File: config.mk
export PLATFORM = sky130hd
export DESIGN_NAME = bson_element_tokenizer_unit
export DESIGN_NICKNAME = d
export VERILOG_FILES = /design/src/hdl/bet_pkg.sv /design/src/hdl/bson_element_tokenizer_unit.sv
export SDC_FILE = /design/constraint.sdc
export NUM_CORES = 1
export LEC_CHECK = 0
export ABC_AREA = 1
export CAP_MARGIN = 0
export CORE_MARGIN = 1
export CORE_UTILIZATION = 35
export CTS_CLUSTER_DIAMETER = 100
export DETAILED_ROUTE_END_ITERATION = 10
export DONT_BUFFER_PORTS = 1
export PLACE_DENSITY = 0.54
export SYNTH_ARGS = -nofsm -noshare
export SYNTH_HDL_FRONTEND = slang
export SYNTH_SLANG_ARGS = --single-unit
File: constraint.sdc
create_clock -name clk -period 22.5 [get_ports clk]
set_input_delay 4.5 -clock clk [delete_from_list [all_inputs] [get_ports clk]]
set_output_delay 4.5 -clock clk [all_outputs]
set_load 0.02 [all_outputs]
File: src/hdl/bet_pkg.sv
// Shared types, codes and helpers for the BSON element tokenizer.
package bet_pkg;

    localparam int CNT_W = 31;

    typedef enum logic [2:0]
    {
        PH_SIZE,
        PH_TYPE,
        PH_KEY,
        PH_LEN,
        PH_SUB,
        PH_VAL,
        PH_SKIP
    } phase_t;

    localparam logic [7:0] T_END    = 8'h00;
    localparam logic [7:0] T_DOUBLE = 8'h01;
    localparam logic [7:0] T_STRING = 8'h02;
    localparam logic [7:0] T_DOC    = 8'h03;
    localparam logic [7:0] T_ARRAY  = 8'h04;
    localparam logic [7:0] T_BINARY = 8'h05;
    localparam logic [7:0] T_BOOL   = 8'h08;
    localparam logic [7:0] T_DATE   = 8'h09;
    localparam logic [7:0] T_NULL   = 8'h0A;
    localparam logic [7:0] T_INT32  = 8'h10;
    localparam logic [7:0] T_TSTAMP = 8'h11;
    localparam logic [7:0] T_INT64  = 8'h12;

    localparam logic [3:0] ROLE_SIZE    = 4'd0;
    localparam logic [3:0] ROLE_TYPE    = 4'd1;
    localparam logic [3:0] ROLE_KEY     = 4'd2;
    localparam logic [3:0] ROLE_KEY_END = 4'd3;
    localparam logic [3:0] ROLE_LEN     = 4'd4;
    localparam logic [3:0] ROLE_SUB     = 4'd5;
    localparam logic [3:0] ROLE_VAL     = 4'd6;
    localparam logic [3:0] ROLE_SKIP    = 4'd7;
    localparam logic [3:0] ROLE_END     = 4'd8;
    localparam logic [3:0] ROLE_IGNORED = 4'd9;

    localparam logic [1:0] ERR_NONE    = 2'd0;
    localparam logic [1:0] ERR_UNKNOWN = 2'd1;
    localparam logic [1:0] ERR_LENGTH  = 2'd2;

    localparam logic [CNT_W-1:0] SIZE_BYTES = CNT_W'(4);
    localparam logic [CNT_W-1:0] LEN_BYTES  = CNT_W'(4);

    typedef struct packed
    {
        logic [3:0]       byte_role;
        logic [7:0]       data_out;
        logic [7:0]       element_type;
        logic             element_done;
        logic [63:0]      scalar_value;
        logic [CNT_W-1:0] payload_length;
        logic [1:0]       error_code;
    } result_t;

    function automatic logic known_type(input logic [7:0] t);
        return t == T_DOUBLE || t == T_STRING || t == T_DOC || t == T_ARRAY ||
               t == T_BINARY || t == T_BOOL || t == T_DATE || t == T_NULL ||
               t == T_INT32 || t == T_TSTAMP || t == T_INT64;
    endfunction

    function automatic logic [3:0] scalar_size(input logic [7:0] t);
        logic [3:0] n;
        n = 4'd0;
        if (t == T_INT32)
        begin
            n = 4'd4;
        end
        else if (t == T_BOOL)
        begin
            n = 4'd1;
        end
        else if (t == T_DOUBLE || t == T_DATE || t == T_TSTAMP || t == T_INT64)
        begin
            n = 4'd8;
        end
        return n;
    endfunction

endpackage

File: src/hdl/bson_element_tokenizer_unit.sv
// BSON element tokenizer: byte-wide document parser with a two-entry result buffer.
//
// Input channel: one document byte per beat (data_byte) with doc_start on the
// first size byte and doc_last on the last byte within the document length.
// Output channel: one result beat per input beat, in order, giving the role
// of the byte, its echo, the element type, completion, the assembled scalar,
// the accepted payload length and an error code.
// Each byte's result is registered before it is presented on the output channel.
// Throughput: one byte per cycle while in_stall is low; the phase machine and its
// counters update in the same cycle the byte is taken.
// The result side has an output register and a skid register; when the
// receiver stalls, one more byte is taken into the skid register and in_stall
// then rises until the output register drains.
// After reset the parser waits for the four size bytes, and doc_start
// restarts it at any byte. After the end byte, an error or doc_last, bytes
// are reported as ignored until the next doc_start.
module bson_element_tokenizer_unit
    import bet_pkg::*;
(
    input  logic             clk,
    input  logic             rst_n,
    input  logic             in_valid,
    output logic             in_stall,
    input  logic [7:0]       data_byte,
    input  logic             doc_start,
    input  logic             doc_last,
    output logic             out_valid,
    input  logic             out_stall,
    output logic [3:0]       byte_role,
    output logic [7:0]       data_out,
    output logic [7:0]       element_type,
    output logic             element_done,
    output logic [63:0]      scalar_value,
    output logic [CNT_W-1:0] payload_length,
    output logic [1:0]       error_code
);

    phase_t           phase_reg, phase_next, phase_cur;
    logic [7:0]       type_reg, type_next, type_cur;
    logic [CNT_W-1:0] rem_reg, rem_next, rem_cur;
    logic [31:0]      len_reg, len_next, len_cur;
    logic [63:0]      val_reg, val_next, val_cur;
    logic             stop_reg, stop_next, stop_cur;
    logic             stop_case;

    logic             accept;
    logic [31:0]      len_asm;
    logic [63:0]      val_asm;
    logic             len_bad;
    logic             is_scalar;
    logic             rem_last;
    logic [31:0]      len_minus;
    result_t          res;

    result_t          out_reg, skid_reg;
    logic             out_valid_reg, skid_valid_reg;
    logic             out_free;

    assign in_stall = skid_valid_reg;
    assign accept   = in_valid && !skid_valid_reg;

    // doc_start restarts the parser on this very byte
    assign phase_cur = doc_start ? PH_SIZE    : phase_reg;
    assign type_cur  = doc_start ? T_END      : type_reg;
    assign rem_cur   = doc_start ? SIZE_BYTES : rem_reg;
    assign len_cur   = doc_start ? 32'd0      : len_reg;
    assign val_cur   = doc_start ? 64'd0      : val_reg;
    assign stop_cur  = doc_start ? 1'b0       : stop_reg;

    assign len_asm   = len_cur | (32'(data_byte) << {2'(LEN_BYTES - rem_cur), 3'b000});
    assign val_asm   = val_cur | (64'(data_byte) << {len_cur[2:0], 3'b000});
    assign is_scalar = scalar_size(type_cur) != 4'd0;
    assign rem_last  = rem_cur <= CNT_W'(1);
    assign len_minus = len_asm - 32'd4;

    always_comb
    begin
        if (type_cur == T_STRING)
        begin
            len_bad = len_asm[31] || len_asm == 32'd0;
        end
        else if (type_cur == T_BINARY)
        begin
            len_bad = len_asm[31];
        end
        else
        begin
            len_bad = len_asm[31] || len_asm < 32'd5;
        end
    end

    // next state
    always_comb
    begin
        phase_next = phase_cur;
        type_next  = type_cur;
        rem_next   = rem_cur;
        len_next   = len_cur;
        val_next   = val_cur;
        stop_case  = stop_cur;
        if (!stop_cur)
        begin
            unique case (phase_cur)
                PH_SIZE:
                begin
                    if (!rem_last)
                    begin
                        rem_next = rem_cur - CNT_W'(1);
                    end
                    else
                    begin
                        rem_next   = '0;
                        phase_next = PH_TYPE;
                    end
                end
                PH_TYPE:
                begin
                    if (data_byte == T_END)
                    begin
                        stop_case = 1'b1;
                    end
                    else if (known_type(data_byte))
                    begin
                        type_next  = data_byte;
                        val_next   = '0;
                        len_next   = '0;
                        phase_next = PH_KEY;
                    end
                    else
                    begin
                        stop_case = 1'b1;
                    end
                end
                PH_KEY:
                begin
                    if (data_byte == 8'd0)
                    begin
                        if (is_scalar)
                        begin
                            rem_next   = CNT_W'(scalar_size(type_cur));
                            len_next   = '0;
                            phase_next = PH_VAL;
                        end
                        else if (type_cur == T_NULL)
                        begin
                            phase_next = PH_TYPE;
                        end
                        else
                        begin
                            rem_next   = LEN_BYTES;
                            len_next   = '0;
                            phase_next = PH_LEN;
                        end
                    end
                end
                PH_LEN:
                begin
                    len_next = len_asm;
                    if (!rem_last)
                    begin
                        rem_next = rem_cur - CNT_W'(1);
                    end
                    else
                    begin
                        rem_next = '0;
                        if (len_bad)
                        begin
                            stop_case = 1'b1;
                        end
                        else if (type_cur == T_STRING)
                        begin
                            rem_next   = len_asm[CNT_W-1:0];
                            phase_next = PH_VAL;
                        end
                        else if (type_cur == T_BINARY)
                        begin
                            phase_next = PH_SUB;
                        end
                        else
                        begin
                            rem_next   = len_minus[CNT_W-1:0];
                            phase_next = PH_SKIP;
                        end
                    end
                end
                PH_SUB:
                begin
                    if (len_cur == 32'd0)
                    begin
                        phase_next = PH_TYPE;
                    end
                    else
                    begin
                        rem_next   = len_cur[CNT_W-1:0];
                        phase_next = PH_VAL;
                    end
                end
                PH_VAL:
                begin
                    if (is_scalar)
                    begin
                        val_next = val_asm;
                        len_next = len_cur + 32'd1;
                    end
                    if (!rem_last)
                    begin
                        rem_next = rem_cur - CNT_W'(1);
                    end
                    else
                    begin
                        rem_next   = '0;
                        phase_next = PH_TYPE;
                    end
                end
                PH_SKIP:
                begin
                    if (!rem_last)
                    begin
                        rem_next = rem_cur - CNT_W'(1);
                    end
                    else
                    begin
                        rem_next   = '0;
                        phase_next = PH_TYPE;
                    end
                end
                default:
                begin
                end
            endcase
        end
        stop_next = stop_case || doc_last;
    end

    // result for this byte
    always_comb
    begin
        res = '0;
        res.byte_role = ROLE_IGNORED;
        if (!stop_cur)
        begin
            unique case (phase_cur)
                PH_SIZE:
                begin
                    res.byte_role = ROLE_SIZE;
                end
                PH_TYPE:
                begin
                    res.element_type = data_byte;
                    if (data_byte == T_END)
                    begin
                        res.byte_role = ROLE_END;
                    end
                    else
                    begin
                        res.byte_role = ROLE_TYPE;
                        if (!known_type(data_byte))
                        begin
                            res.error_code = ERR_UNKNOWN;
                        end
                    end
                end
                PH_KEY:
                begin
                    res.element_type = type_cur;
                    if (data_byte != 8'd0)
                    begin
                        res.byte_role = ROLE_KEY;
                        res.data_out  = data_byte;
                    end
                    else
                    begin
                        res.byte_role    = ROLE_KEY_END;
                        res.element_done = !is_scalar && type_cur == T_NULL;
                    end
                end
                PH_LEN:
                begin
                    res.byte_role    = ROLE_LEN;
                    res.element_type = type_cur;
                    if (rem_last)
                    begin
                        if (len_bad)
                        begin
                            res.error_code = ERR_LENGTH;
                        end
                        else
                        begin
                            res.payload_length = len_asm[CNT_W-1:0];
                        end
                    end
                end
                PH_SUB:
                begin
                    res.byte_role      = ROLE_SUB;
                    res.data_out       = data_byte;
                    res.element_type   = type_cur;
                    res.payload_length = len_cur[CNT_W-1:0];
                    res.element_done   = len_cur == 32'd0;
                end
                PH_VAL:
                begin
                    res.byte_role    = ROLE_VAL;
                    res.data_out     = data_byte;
                    res.element_type = type_cur;
                    if (!is_scalar)
                    begin
                        res.payload_length = len_cur[CNT_W-1:0];
                    end
                    if (rem_last)
                    begin
                        res.element_done = 1'b1;
                        if (is_scalar)
                        begin
                            if (type_cur == T_INT32)
                            begin
                                res.scalar_value = {{32{val_asm[31]}}, val_asm[31:0]};
                            end
                            else
                            begin
                                res.scalar_value = val_asm;
                            end
                        end
                    end
                end
                PH_SKIP:
                begin
                    res.byte_role      = ROLE_SKIP;
                    res.data_out       = data_byte;
                    res.element_type   = type_cur;
                    res.payload_length = len_cur[CNT_W-1:0];
                    res.element_done   = rem_last;
                end
                default:
                begin
                end
            endcase
            // flag an element cut short by the document end
            if (doc_last && !stop_case && phase_next != PH_TYPE && phase_next != PH_SIZE)
            begin
                res.error_code = ERR_LENGTH;
            end
        end
    end

    always_ff @(posedge clk or negedge rst_n)
    begin
        if (!rst_n)
        begin
            phase_reg <= PH_SIZE;
            type_reg  <= T_END;
            rem_reg   <= SIZE_BYTES;
            len_reg   <= '0;
            val_reg   <= '0;
            stop_reg  <= 1'b0;
        end
        else if (accept)
        begin
            phase_reg <= phase_next;
            type_reg  <= type_next;
            rem_reg   <= rem_next;
            len_reg   <= len_next;
            val_reg   <= val_next;
            stop_reg  <= stop_next;
        end
    end

    // output register with skid: load the output register when it is empty or draining
    assign out_free = !out_valid_reg || !out_stall;

    always_ff @(posedge clk or negedge rst_n)
    begin
        if (!rst_n)
        begin
            out_valid_reg  <= 1'b0;
            skid_valid_reg <= 1'b0;
        end
        else if (out_free)
        begin
            out_valid_reg  <= skid_valid_reg || accept;
            skid_valid_reg <= 1'b0;
        end
        else if (accept)
        begin
            skid_valid_reg <= 1'b1;
        end
    end

    always_ff @(posedge clk)
    begin
        if (out_free)
        begin
            if (skid_valid_reg)
            begin
                out_reg <= skid_reg;
            end
            else if (accept)
            begin
                out_reg <= res;
            end
        end
        else if (accept)
        begin
            skid_reg <= res;
        end
    end

    assign out_valid      = out_valid_reg;
    assign byte_role      = out_reg.byte_role;
    assign data_out       = out_reg.data_out;
    assign element_type   = out_reg.element_type;
    assign element_done   = out_reg.element_done;
    assign scalar_value   = out_reg.scalar_value;
    assign payload_length = out_reg.payload_length;
    assign error_code     = out_reg.error_code;

endmodule
; ---- After elaboration in Yosys (flattened, before gate mapping)
; Cells that the tools add are included.
[word_totals]
reg_bits = 377
out_inout_bits = 120
[op_classes]
add_sub_neg = 4
n_lt_le_gt_ge = 2
n_eq_ne = 27
shifts = 2
n_mux = 84
n_bitwise = 3
n_reduce_logical = 43
[ops]
columns = op, count
row1 = $mux 64, 8
row2 = $mux 31, 13
row3 = $mux 118, 3
row4 = $mux 32, 8
row5 = $pmux 32 s4, 1
row6 = $pmux 64 s2, 1
row7 = $pmux 31 s4, 1
row8 = $pmux 31 s3, 1
row9 = $mux 65, 1
row10 = $logic_not 32->1, 2
row11 = $or 64x64->64, 1
row12 = $shl 8x6->64, 1
row13 = $eq 8x4->1 const B, 6
row14 = $eq 8x5->1 const B, 6
row15 = $mux 8, 6
row16 = $mux 33, 1
row17 = $add 32x1->32 const B, 1
row18 = $lt 32x3->1 const B, 1
row19 = $or 32x32->32, 1
row20 = $pmux 8 s2, 2
row21 = $shl 8x5->32, 1
row22 = $le 31x1->1 const B, 1
row23 = $sub 31x1->31 const B, 1
row24 = $sub 31x3->31 const B, 1
row25 = other kinds (31), 96

; ---- Depth between registers and ports, before layout
[depth]
ltp_word = 23
depth_mapped = 28
ltp_nobuf = 24

; ---- Least setup slack after synthesis
; OpenSTA, ideal clock, no wires.
[synth_timing]
path_type = input to register
from = input in_valid
to = register out_reg, in the netlist byte_role[0], enable pin
setup_time_ns = 0.634
arrival_ns = 10.268
required_ns = 21.866
slack_ns = 11.597
stages = 2
path_buffers = 0
path_cell_list = nor2_1 -> a21oi_1
[synth_between]
elab_chain_len = 3
[synth_lines]
columns = element, line_no
row1 = from (decl), bson_element_tokenizer_unit.sv:22  ; input logic in_valid,
row2 = $logic_and 1x1->1, bson_element_tokenizer_unit.sv:60  ; assign accept = in_valid && !skid_valid_reg;
row3 = $reduce_bool 2->1 (no line), --
row4 = $reduce_and 2->1 (no line), --
row5 = to (signal assigned), bson_element_tokenizer_unit.sv:395  ; out_reg <= skid_reg;
row6 = to (signal assigned), bson_element_tokenizer_unit.sv:399  ; out_reg <= res;
row7 = to (decl), bson_element_tokenizer_unit.sv:55  ; result_t out_reg, skid_reg;
; No other way between the ends.
; A chain may end at the register's enable or synchronous reset.

; ---- Worst setup path after layout
[layout_timing]
from = input doc_start
to = register out_reg, in the netlist error_code[1] (data pin)
[layout_between]
elab_chain_len = 20
[layout_lines]
columns = element, line_no
row1 = from (decl), bson_element_tokenizer_unit.sv:25  ; input logic doc_start,
row2 = "parallel branches: the longest is 17 deep, another holds $lt 32x3->1", --
row3 = $mux 118 (*), bson_element_tokenizer_unit.sv:240  ; if (!stop_cur)
row4 = $mux 118 (*), bson_element_tokenizer_unit.sv:397  ; else if (accept)
row5 = $mux 118 (*), bson_element_tokenizer_unit.sv:393  ; if (skid_valid_reg)
; Mark *: on every way between the ends. The select of a mux whose other input is x is not followed.

==> flow_metrics.tcl <==
set metrics [dict create \
    drt_iter0_drc 1968 \
    yosys_register_bits 377 \
    first_pass_iters 9 \
    vias_per_cell 5.56 \
    start_util_pct 35.4 \
    cts_tree "built" \
    drc 1 \
    ir_drop_mv 0.0567 \
    synth_area_mm2 0.0222 \
    cts_setup_buffers 0 \
    clk_latency_ns 0.61 \
    coreArea_mm2 0.0629 \
    grt_max_degree 142 \
    worstPathRequired_ns 22.84 \
    ant_nets 0 \
    wl_mm 83.8 \
    area_growth_pct 9.23 \
    slowest_stage "ha_1" \
    dp.cells 3526 \
    largest_reg_flops 118 \
    worst_pin_slew_ns 1.05 \
    die_w_um 254 \
    synth.distinct_cells 59 \
    gp_congestion 0.948 \
    grt_first_pass_wirelength_mm 125 \
    num-nets-final 2749 \
    grtUsageTotal_pct 25.9 \
    avgRoutedWirePerCell_um 23.2 \
    drive_above_1_share_pct 7.39 \
    antenna_found_initial 3 \
    grt_pass1_vias 19571 \
    rsz0062_at_grt "no" \
    grt.overflow.total 0 \
    hold_violations 0 \
    cts_inserted_buffers 45 \
    max-cap-violations 0 \
    hpwl_mm 58.8 \
    synth_edf_count 236 \
    crit_path_start "doc_start" \
    crit_family "simple AND/OR/NAND/NOR gates" \
    yosysWarnings 0 \
    hp-start "rem_reg[21]" \
    startpoint_type "input pin" \
    path_cells "inv_4 -> nand2_1 -> ha_1 -> inv_1 -> nand3_1 -> nand2_1 -> nor2_1 -> inv_1 -> nor2_1 -> nand3_1 -> nor2_1 -> nand2_1 -> nand2_2 -> inv_2 -> nand2_1 -> buf_4 -> nand2_1 -> o21ai_0 -> nand2_1 -> nand2_1 -> nand2_1 -> nand3_1 -> nand2_1" \
    ctsLongestPathBuffers 3 \
    drv_slew 0 \
    vias 20064 \
    ys.flop_type "edfxtp_1" \
    final_util_pct 38.6 \
    clk_pin_slew_ns 0.06 \
    path_buf_inv 5 \
    p_per_area_mw_per_mm2 94.3 \
    finalCritPeriodShare_pct 39.2 \
    stdcell_count 3606 \
    cp_max_fo 73 \
    fin_crit_ns 8.82 \
    violations "design-rule violations" \
    avgSynthCellArea_um2 7.94 \
    p_leak_uw 0.00971 \
    post-place-ws_ns 13.33 \
    hp-class "register to register" \
    crit_path_end_kind "register" \
    timing.critical_path.mode_cell "nand2_1" \
    antenna_cells 0 \
    synth-seq-area-share_pct 47.8 \
    cts_root_buf "clkbuf_16" \
    r2r_start "rem_reg[0]" \
    tns_ns 0 \
    cpPeakStageDelay_ns 0.80 \
    setup_slack_ns 13.68 \
    skew_ns 0.0312 \
    syn-instance-count 2798 \
    ioPinCount 134 \
    synthArstFlopShare_pct 37.4 \
    hold_buffers 0 \
    relSlewSlack_pct 30.2 \
    rrSetupSlack_ns 17.67 \
    setup_viol 0 \
    die_area_mm2 0.0645 \
    run_status "finished, violations left" \
    cts_resized 0 \
    io_buffers 0 \
    clock.fmax_mhz 113 \
    die_height_um 254 \
    placementRows 92 \
    cts_max_level 2 \
    clock_sinks 377 \
    synth_fp_nets 2820 \
    path_class "input pin to register" \
    crit_arrival_ns 9.16 \
]
==> power by group <==
| group | internal, µW | switching, µW |
|---|---|---|
| Sequential | 826 | 80.8 |
| Clock | 399 | 308 |
| Combinational | 163 | 512 |
==> layout by cell type, fill, tap and decap left out, types with 5 or more instances in the layout <==
cell,netlist,layout
nand2_1,579,578
nor2_1,474,471
inv_1,261,259
edfxtp_1,236,236
o21ai_0,228,228
dfrtp_1,140,139
a21oi_1,134,133
nand3_1,107,107
nor3_1,66,66
xor2_1,54,54
clkbuf_16,0,45
o22ai_1,38,38
nand4_1,32,32
a21oi_2,30,30
mux2_2,30,30
buf_4,6,30
o221ai_1,27,27
a22oi_1,25,25
a31oi_1,20,20
o211ai_1,18,18
clkbuf_1,94,16
o21ai_1,14,14
nor4_1,14,14
a221oi_1,14,14
inv_2,11,13
nand2_2,12,12
nor2_2,8,9
clkinv_1,4,8
o2111ai_1,8,8
ha_1,8,8
o32ai_1,7,7
clkinv_2,0,6
xnor2_1,5,5
a21o_1,5,5
==> cell type report <==
class / count / area (µm²)
fillers: 6488 / 38600
clock buffers: 62 / 1200
inverters: 277 / 1040
repair buffers: 30 / 225
clock inverters: 18 / 199
multi-input cells: 1996 / 9930
well taps: 846 / 1060
flip-flops and latches: 377 / 10600
==> synthesized netlist by cell type (27+ instances only) <==
cell / count / share of area, %
xor2_1: 54 / 2.1
clkbuf_1: 94 / 1.6
mux2_2: 30 / 1.5
inv_1: 261 / 4.4
dfrtp_1: 140 / 16
o21ai_0: 228 / 5.1
edfxtp_1: 236 / 32
nand3_1: 107 / 2.4
nand4_1: 32 / 0.90
o22ai_1: 38 / 1.1
nor2_1: 474 / 8.0
a21oi_2: 30 / 1.2
o221ai_1: 27 / 1.1
nand2_1: 579 / 9.8
a21oi_1: 134 / 3.0
nor3_1: 66 / 1.5
==> worst paths after layout <==
check | cells after the start | to
worst max register to register | 22 | error_code[1]
min in group asynchronous | 0 | rem_reg[26]
worst min register to register | 2 | rem_reg[21]
max in group asynchronous | 0 | in_stall
worst min-delay path | 2 | rem_reg[21]
worst max-delay path | 23 | error_code[1]
==> metrics by stage <==
step                cell area (µm²)  power [µW]  hold slack [ns]
floorplan                     22200        1350            0.446
global placement              22900        1580            0.458
detailed placement            22900        1580            0.465
CTS                           24300        2300            0.480
global route                  24300        2400            0.491
finish                        24300        2290            0.476
==> metal layers <==
metal,global-route usage [%],part of all wire [%]
met3,3.52,5.2
met5,0,0.017
met2,43.6,48
met1,31.8,41
met4,14.9,6.0
==> kinds of logic after synthesis <==
| logic type | Yosys count | synth area share [%] |
|---|---|---|
| AND/OR/NAND/NOR | 1310 | 24.3 |
| AO/OA/AOI/OAI | 589 | 15.9 |
| buffers and inverters | 425 | 7.71 |
| flip-flops | 377 | 47.8 |
| XOR/XNOR | 59 | 2.33 |
| multiplexers | 30 | 1.52 |
| adder cells (fa/ha/maj) | 8 | 0.450 |
==> worst min-delay path, cell delays in order (launching register included) <==
cell and delay (ns):
dfrtp_1 0.34, nand2_1 0.05, nand2_1 0.05
No activity file was read; power rests on OpenSTA's default activity.
